File: src/rtl/srta_pkg.sv
// ============================================================================
// srta_pkg: shared types, constants and functions
// Character codes, radix limits and the divider control/status structs.
// ============================================================================
package srta_pkg;

    localparam int WORD_BITS_DEFAULT = 32;

    localparam int unsigned RADIX_W     = 6;
    localparam int unsigned CHAR_W      = 7;
    localparam int unsigned APB_DATA_W  = 32;
    localparam int unsigned APB_ADDR_W  = 3;

    localparam logic [RADIX_W-1:0] RADIX_MIN   = 6'd2;
    localparam logic [RADIX_W-1:0] RADIX_MAX   = 6'd36;
    localparam logic [RADIX_W-1:0] RADIX_RESET = 6'd10;

    // Register index carried in the word-address bit of paddr
    localparam logic REG_RADIX = 1'b0;

    localparam logic [CHAR_W-1:0] CHAR_ZERO  = 7'h30;   // '0'
    localparam logic [CHAR_W-1:0] CHAR_UPPER = 7'h41;   // 'A'
    localparam logic [CHAR_W-1:0] CHAR_MINUS = 7'h2D;   // '-'
    localparam logic [RADIX_W-1:0] DIGIT_NUM_MAX = 6'd9;
    localparam logic [CHAR_W-1:0]  LETTER_BASE   = 7'd10;

    typedef struct packed {
        logic load;     // take a fresh magnitude, clear remainder
        logic run;      // advance one quotient bit
    } srta_div_ctrl_t;

    typedef struct packed {
        logic                digit_done;  // remainder complete this cycle
        logic [RADIX_W-1:0]  digit;       // finished remainder (valid with digit_done)
        logic                quot_zero;   // quotient left behind is zero
    } srta_div_status_t;

    function automatic logic [RADIX_W-1:0] clamp_radix(input logic [RADIX_W-1:0] r);
        logic [RADIX_W-1:0] res;
        begin
            if (r < RADIX_MIN)
            begin
                res = RADIX_MIN;
            end
            else if (r > RADIX_MAX)
            begin
                res = RADIX_MAX;
            end
            else
            begin
                res = r;
            end
            return res;
        end
    endfunction

    function automatic logic [CHAR_W-1:0] digit_char(input logic [RADIX_W-1:0] d);
        logic [CHAR_W-1:0] res;
        begin
            if (d > DIGIT_NUM_MAX)
            begin
                res = CHAR_W'(d) - LETTER_BASE + CHAR_UPPER;
            end
            else
            begin
                res = CHAR_W'(d) + CHAR_ZERO;
            end
            return res;
        end
    endfunction

endpackage

File: src/rtl/srta_digit_div.sv
// ============================================================================
// srta_digit_div: bit-serial divider by the radix
// Restoring division, one quotient bit per cycle while run is high; the
// quotient replaces the dividend in place; the next digit goes straight on.
// ============================================================================
module srta_digit_div
    import srta_pkg::*;
#(
    parameter int WORD_BITS = WORD_BITS_DEFAULT
)
(
    input  logic                 clk,
    input  logic                 rst_n,
    input  srta_div_ctrl_t       ctrl,
    input  logic [WORD_BITS-1:0] load_mag,
    input  logic [RADIX_W-1:0]   base,
    output srta_div_status_t     status
);

    localparam int CNT_W = $clog2(WORD_BITS);

    logic [WORD_BITS-1:0] mag_reg;
    logic [WORD_BITS-1:0] mag_next;
    logic [RADIX_W-1:0]   rem_reg;
    logic [RADIX_W-1:0]   rem_next;
    logic [CNT_W-1:0]     cnt_reg;
    logic [CNT_W-1:0]     cnt_next;

    logic [RADIX_W:0]     trial;
    logic                 ge;
    logic [RADIX_W-1:0]   rem_step;
    logic [WORD_BITS-1:0] mag_step;
    logic                 last_bit;

    // Bring down the next dividend bit, subtract the base if it fits
    assign trial    = {rem_reg, mag_reg[WORD_BITS-1]};
    assign ge       = trial >= {1'b0, base};
    assign rem_step = ge ? RADIX_W'(trial - {1'b0, base}) : trial[RADIX_W-1:0];
    assign mag_step = {mag_reg[WORD_BITS-2:0], ge};
    assign last_bit = cnt_reg == CNT_W'(WORD_BITS - 1);

    assign status.digit_done = ctrl.run && last_bit;
    assign status.digit      = rem_step;
    assign status.quot_zero  = mag_step == '0;

    always_comb
    begin
        mag_next = mag_reg;
        rem_next = rem_reg;
        cnt_next = cnt_reg;
        if (ctrl.load)
        begin
            mag_next = load_mag;
            rem_next = '0;
            cnt_next = '0;
        end
        else if (ctrl.run)
        begin
            mag_next = mag_step;
            if (last_bit)
            begin
                rem_next = '0;
                cnt_next = '0;
            end
            else
            begin
                rem_next = rem_step;
                cnt_next = cnt_reg + 1'b1;
            end
        end
    end

    always_ff @(posedge clk or negedge rst_n)
    begin
        if (!rst_n)
        begin
            cnt_reg <= '0;
        end
        else
        begin
            cnt_reg <= cnt_next;
        end
    end

    always_ff @(posedge clk)
    begin
        mag_reg <= mag_next;
        rem_reg <= rem_next;
    end

endmodule

File: src/rtl/signed_radix_to_ascii.sv
// ============================================================================
// signed_radix_to_ascii: signed integer to ASCII text in base 2..36
// Converts one two's complement word per start into its digit string,
// most significant character first, with a leading '-' for negatives.
// ============================================================================
// A word is taken when start is high and busy is low. The block then emits
// one character per cycle on char_code with char_strobe high for exactly one
// cycle each; the receiver cannot stall, so every strobed character must be
// captured. last marks the final character. Zero gives the single text "0".
// Each digit is found in turn, least significant first, in the
// bit-serial divider (one quotient bit per cycle against a 6-bit
// remainder); the '-' and the digits then go out most significant first.
// busy stays high from the cycle after acceptance until the last character
// has gone out. The radix register (APB address 0) clamps written values to
// 2..36 and should only be written while busy is low.
// ============================================================================
module signed_radix_to_ascii
    import srta_pkg::*;
#(
    parameter int WORD_BITS = WORD_BITS_DEFAULT
)
(
    input  logic                  clk,
    input  logic                  rst_n,

    // APB configuration port
    input  logic                  psel,
    input  logic                  penable,
    input  logic                  pwrite,
    input  logic [APB_ADDR_W-1:0] paddr,
    input  logic [APB_DATA_W-1:0] pwdata,
    output logic [APB_DATA_W-1:0] prdata,
    output logic                  pready,

    // Command side
    input  logic                  start,
    output logic                  busy,
    input  logic [WORD_BITS-1:0]  value,

    // Character side
    output logic                  char_strobe,
    output logic [CHAR_W-1:0]     char_code,
    output logic                  last
);

    localparam int NDIG_W = $clog2(WORD_BITS + 1);

    typedef enum logic [3:0] {
        ST_IDLE = 4'b0001,
        ST_DIV  = 4'b0010,
        ST_SIGN = 4'b0100,
        ST_EMIT = 4'b1000
    } srta_state_t;

    srta_state_t          state_reg;
    srta_state_t          state_next;
    logic [RADIX_W-1:0]   radix_reg;
    logic                 neg_reg;
    logic                 neg_next;
    logic [NDIG_W-1:0]    ndig_reg;
    logic [NDIG_W-1:0]    ndig_next;
    logic [RADIX_W-1:0]   stk_reg [WORD_BITS];
    logic [RADIX_W-1:0]   stk_next [WORD_BITS];

    logic                 accept;
    logic                 cfg_write;
    logic                 in_neg;
    logic [WORD_BITS-1:0] in_mag;
    logic                 push;
    logic                 pop;

    srta_div_ctrl_t       div_ctrl;
    srta_div_status_t     div_status;

    // ------------------------------------------------------------------
    // Configuration: single radix register, stored already clamped
    // ------------------------------------------------------------------
    assign pready    = 1'b1;
    assign cfg_write = psel && penable && pwrite && pready;
    assign prdata    = APB_DATA_W'(radix_reg);

    always_ff @(posedge clk or negedge rst_n)
    begin
        if (!rst_n)
        begin
            radix_reg <= RADIX_RESET;
        end
        else if (cfg_write && (paddr[2] == REG_RADIX))
        begin
            radix_reg <= clamp_radix(pwdata[RADIX_W-1:0]);
        end
    end

    // ------------------------------------------------------------------
    // Input: magnitude formed unsigned, so the most negative word is exact
    // ------------------------------------------------------------------
    assign busy   = state_reg != ST_IDLE;
    assign accept = start && !busy;
    assign in_neg = value[WORD_BITS-1];
    assign in_mag = in_neg ? (~value + 1'b1) : value;

    assign div_ctrl.load = accept;
    assign div_ctrl.run  = state_reg == ST_DIV;

    srta_digit_div #(
        .WORD_BITS (WORD_BITS)
    ) u_div (
        .clk      (clk),
        .rst_n    (rst_n),
        .ctrl     (div_ctrl),
        .load_mag (in_mag),
        .base     (radix_reg),
        .status   (div_status)
    );

    // ------------------------------------------------------------------
    // Sequencer: divide out digits least significant first, then emit
    // ------------------------------------------------------------------
    always_comb
    begin
        state_next = state_reg;
        neg_next   = neg_reg;
        ndig_next  = ndig_reg;
        push       = 1'b0;
        pop        = 1'b0;
        unique case (state_reg)
            ST_IDLE:
            begin
                if (accept)
                begin
                    neg_next   = in_neg;
                    ndig_next  = '0;
                    state_next = ST_DIV;
                end
            end
            ST_DIV:
            begin
                if (div_status.digit_done)
                begin
                    push      = 1'b1;
                    ndig_next = ndig_reg + 1'b1;
                    if (div_status.quot_zero)
                    begin
                        state_next = neg_reg ? ST_SIGN : ST_EMIT;
                    end
                end
            end
            ST_SIGN:
            begin
                state_next = ST_EMIT;
            end
            ST_EMIT:
            begin
                pop       = 1'b1;
                ndig_next = ndig_reg - 1'b1;
                if (ndig_reg == NDIG_W'(1))
                begin
                    state_next = ST_IDLE;
                end
            end
            default:
            begin
                state_next = ST_IDLE;
            end
        endcase
    end

    // Digit stack: push at the top shifting down, pop shifting back up,
    // so the last digit found (most significant) leaves first
    always_comb
    begin
        for (int i = 0; i < WORD_BITS; i++)
        begin
            stk_next[i] = stk_reg[i];
        end
        if (push)
        begin
            stk_next[0] = div_status.digit;
            for (int i = 1; i < WORD_BITS; i++)
            begin
                stk_next[i] = stk_reg[i-1];
            end
        end
        else if (pop)
        begin
            for (int i = 0; i < WORD_BITS - 1; i++)
            begin
                stk_next[i] = stk_reg[i+1];
            end
            stk_next[WORD_BITS-1] = '0;
        end
    end

    always_ff @(posedge clk or negedge rst_n)
    begin
        if (!rst_n)
        begin
            state_reg <= ST_IDLE;
            neg_reg   <= 1'b0;
            ndig_reg  <= '0;
        end
        else
        begin
            state_reg <= state_next;
            neg_reg   <= neg_next;
            ndig_reg  <= ndig_next;
        end
    end

    always_ff @(posedge clk)
    begin
        for (int i = 0; i < WORD_BITS; i++)
        begin
            stk_reg[i] <= stk_next[i];
        end
    end

    // ------------------------------------------------------------------
    // Output: one character per cycle straight from the stack top
    // ------------------------------------------------------------------
    assign char_strobe = (state_reg == ST_SIGN) || (state_reg == ST_EMIT);
    assign char_code   = (state_reg == ST_SIGN) ? CHAR_MINUS : digit_char(stk_reg[0]);
    assign last        = (state_reg == ST_EMIT) && (ndig_reg == NDIG_W'(1));

endmodule

File: config.mk
export PLATFORM = sky130hd
export DESIGN_NAME = signed_radix_to_ascii
export DESIGN_NICKNAME = d
export VERILOG_FILES = /design/src/rtl/srta_pkg.sv /design/src/rtl/srta_digit_div.sv /design/src/rtl/signed_radix_to_ascii.sv
export SDC_FILE = /design/constraint.sdc
export NUM_CORES = 1
export LEC_CHECK = 0
export BUFFER_PORTS_ARGS = -buffer_cell sky130_fd_sc_hd__buf_4
export CAP_MARGIN = 20
export CORE_MARGIN = 4
export CORE_UTILIZATION = 25
export CTS_CLUSTER_DIAMETER = 30
export CTS_CLUSTER_SIZE = 20
export DETAILED_ROUTE_END_ITERATION = 6
export SYNTH_ARGS = -nofsm -noshare
export SYNTH_HDL_FRONTEND = slang
export SYNTH_HIERARCHICAL = 1
export SYNTH_SLANG_ARGS = --single-unit
File: constraint.sdc
create_clock -name clk -period 6.5 [get_ports clk]
set_input_delay 0.65 -clock clk [delete_from_list [all_inputs] [get_ports clk]]
set_output_delay 0.65 -clock clk [all_outputs]
set_load 0.05 [all_outputs]
# After elaboration in Yosys (flattened, before gate mapping)
# Memories as Yosys holds them, arrays and structs flattened.
# Cells that the tools add are included.
# classes
muxes,26
n_bitwise,2
reduce_logical,14
n_eq_ne,11
order_cmp,4
addsub,8
# op_table
operator,n
$mux 192,2
$mux 32,3
$mux 6,6
$add 32x1->32 const B,1
$logic_not 32->1,1
$not 32->32,1
$mux 4,5
$pmux 6 s3,1
$pmux 4 s4,1
$mux 5,3
$mux 7,2
$ne 2x2->1 const B,4
$add 6x6->7 const B,1
$add 7x7->7 const B,1
$ge 7x6->1,1
$sub 6x4->7 const B,1
$add 6x1->6 const B,1
$eq 6x1->1 const B,1
$gt 6x4->1 const B,1
$gt 6x6->1 const B,1
$logic_and 1x1->1,6
$lt 6x2->1 const B,1
$sub 6x1->6 const B,1
$sub 6x6->6,1
other kinds (16),18
# word_totals
memories,1
reg_bits,60
in_bits,73
ramBits,192
out_inout_bits,43
# memory_table
memory,depth,width,read_ports,rd_ports_with_merged_regs,wr,line,source
stk_reg,32,6,32,0,32,signed_radix_to_ascii.sv:62,logic [RADIX_W-1:0] stk_reg [WORD_BITS];

# Depth between registers and ports, before layout
# depth
depth_word,5
depth_mapped,10
depth_no_buf,9

# Hierarchy
# The synthesis kept the hierarchy.
# by_module_without_submodules
module,seq_area_each_um2,area_each_um2,cells_per_inst,n_inst
signed_radix_to_ascii,6194.7,10213.5,683,1
srta_digit_div,1206.2,2257.2,169,1

# Least setup slack after synthesis
# Ideal clock, no wire load.
# synth_path
kind,reg2reg
from,"reg, netlist name state_reg[2]"
to,mem stk_reg[0][0] (enable)
setup_time_ns,0.560
required_time_ns,5.940
n_path_buf,4
path_slack_ns,-0.332
path_stages_with_launch,10
synth_period_minus_slack_ns,6.832
arrival_time_ns,6.272
cell_sequence,dfrtp_1 or4b_1 clkbuf_1 inv_2 clkbuf_1 and2_1 nand2_1 clkbuf_1 buf_1 nand2_1
# synth_rtl
element,line
end: declaration,signed_radix_to_ascii.sv:62

==> flow_summary_export.csv <==
group,metric,value,unit
outcome,status,"finished, final reports clean",
cells_and_area,area_delta_synth_final,21.3,%
logic_synthesis,synth_seq_cells,252,
worst_setup_path,cp-start-kind,"flip-flop",
cells_and_area,largest_reg_flops,192,
clock_tree,clock-sinks,252,
clock_tree,root_buffer,"clkbuf_16",
route,ant_nets,0,
sta,slew_viol_final,0,
cells_and_area,postLayoutCellArea,15100,µm²
cells_and_area,drive_above_1_share,21.0,%
die,initial_utilization,25.4,%
sta,rsz0062_at_grt,"no",
die,core_area,49200,µm²
sta,worst_slew_pin_slew,1.03,ns
route,wl_per_cell,13.6,µm
global_route,grt_max_degree,162,
route,drtIter0Drc,410,
pwr,power_density,409,nW/µm²
sta,setup_tns,0,ns
worst_setup_path,criticalPathCategory,"reg2reg",
logic_synthesis,async_flop_share,8.73,%
sta,max_freq,268,MHz
logic_synthesis,ys_warn_count,6,
logic_synthesis,synth_edf_count,224,
sta,period_minus_slack,3.73,ns
min_path,hp-class,"in2reg",
place,dpl_worst_slack,2.69,ns
clock_tree,numCtsBuffers,46,
die,die_x,231,µm
sta,hold_viol_final,0,
logic_synthesis,synth_cell_types,75,
route,viasPerCell,4.26,
route,drtPass1Iterations,4,
global_route,grt_use_total,8.18,%
sta,maxSlewHeadroom,30.5,%
clock_tree,clk_path_buf_depth,3,
route,post-route-drc-count,0,
job,drv_cap,0,
worst_setup_path,cp_max_fo,85,
cells_and_area,antenna_cells,0,
place,port_buffers,60,
sta,period_share,57.5,%
pwr,max-vdd-ir-drop,0.213,mV
route,vias,6940,
pwr,total_power,6190,µW
clock_tree,clk_pin_slew,0.05,ns
pwr,leakagePower,0.00532,µW
logic_synthesis,syn_area,12500,µm²
worst_setup_path,cp.required,6.68,ns
global_route,grt_pass1_vias,7190,
die,dieArea,53500,µm²
worst_setup_path,crit_path_end_kind,"flip-flop",
logic_synthesis,synthFlopType,"edfxtp_1",
sta,clock_skew,0.0155,ns
clock_tree,clk_latency,0.53,ns
logic_synthesis,syn_area_per_cell,14.6,µm²
sta,setup_ws,2.77,ns
route,drt-total-wl,22100,µm
global_route,grt_antenna_before_repair,0,
clock_tree,post_cts_buffers,0,
worst_setup_path,critical_path_arrival,3.92,ns
logic_synthesis,syn-instance-count,852,
global_route,grt_overflow_total,0,
die,fp.dieH,231,µm
sta,whs,0.322,ns
global_route,grt_first_pass_wirelength,36600,µm
place,place_hpwl,14300,µm
logic_synthesis,seq_area_frac_synth,59.3,%
clock_tree,tritoncts,"yes",
die,rows,81,
die,io_pins,116,
cells_and_area,final_net_count,1017,
place,place_congestion,0.784,
place,placed_cell_area,13500,µm²
clock_tree,htree_num_levels,2,
sta,setup_violations,0,
[path summary, 6_finish.rpt]
kind                         startpoint                to  slack (ns)  depth (start not counted)
hold reg to reg            radix_reg[3]      radix_reg[3]        0.49                          2
max in group asynchronous         rst_n      radix_reg[3]        5.62                          2
min in group asynchronous         rst_n  u_div/cnt_reg[4]        0.59                          2
hold / removal                    start      state_reg[0]        0.32                          2
setup reg to reg           state_reg[2]    stk_reg[0][40]        2.77                          6
setup / recovery           state_reg[2]    stk_reg[0][40]        2.77                          6
[routing by layer]
layer	routed length [µm]	global-route usage (%)	vias up	part of all wire, %
li1	-	-	3382	-
met1	11000	11.2	3385	50
met2	9590	12.4	122	43
met3	914	2.03	51	4.1
met4	636	3.35	0	2.9
met5	0	0	-	0
[synth_stat cells (6+ instances only)]
master	count	area (µm²)
a22o_1	8	70.1
xnor2_1	34	298
and3_1	11	68.8
clkbuf_1	14	52.6
or3_1	9	56.3
inv_1	24	90.1
nand3_1	9	45.0
o21ai_0	14	70.1
mux2_2	33	372
dfxtp_1	6	120
dfrtp_1	19	475
o31ai_2	6	75.1
nor2_1	21	78.8
nand2_1	32	120
nor4_1	10	62.6
buf_4	28	210
edfxtp_1	224	6730
mux2_1	184	2070
nand2b_1	7	43.8
buf_2	19	95.1
ha_1	15	188
o21ai_1	13	65.1
a21oi_1	10	50.1
nor3_1	8	40.0
[placed cells by master, fill, tap and decap left out, types with 11 or more instances in the layout]
cell type,netlist,final
mux2_2,33,33
nor2_1,21,20
o21ai_1,13,13
clkbuf_16,0,47
xnor2_1,34,34
o21ai_0,14,14
and3_1,11,11
inv_1,24,24
edfxtp_1,224,224
ha_1,15,15
conb_1,2,27
nand2_1,32,30
buf_4,28,63
mux2_1,184,184
dfrtp_1,19,19
[metrics by stage]
step / util [%] / instances
6_report: 30.8 / 1628
5_1_grt: 30.8 / 1628
4_1_cts: 30.7 / 1627
3_5_place_dp: 27.6 / 1542
3_3_place_gp: 27.6 / 1542
2_1_floorplan: - / 877
[timing repair]
item                                   in CTS  in global routing
resized for setup                           0                  0
hold buffers                                1                  0
endpoints found under the hold margin       4                  0
[worst max-delay path: stages, from the launching register on]
cell and delay (ns):
dfrtp_1 0.42, or4b_1 0.71, inv_2 0.37, and2_1 0.39, nand2_4 0.36, nand2_8 0.58, buf_4 0.49
[cell type report]
class                      count  area, µm²
fill                        4930      34000
clock buffer                  52       1190
clock inverter                32        357
timing repair buffer          67        543
inverter                      25       93.8
sequential                   252       7400
tap                          664        831
multi-input combinational    536       4710
[power breakdown]
group | total, µW | switching, µW | internal (µW) | leakage, µW
logic | 1410 | 827 | 580 | 0.00221
clock network | 2360 | 773 | 1590 | 0.000744
registers | 2420 | 190 | 2230 | 0.00237
total | 6190 | 1790 | 4400 | 0.00532
[logic make-up after synthesis]
family,share of synthesized area [%]
AO/OA/AOI/OAI,5.91
XOR/XNOR,2.46
adder cells (fa/ha/maj),1.75
buffers and inverters,3.90
flip-flops,59.3
multiplexers,20.3
other,0.0602
AND/OR/NAND/NOR,6.26
No activity file was read; power rests on OpenSTA's default activity.
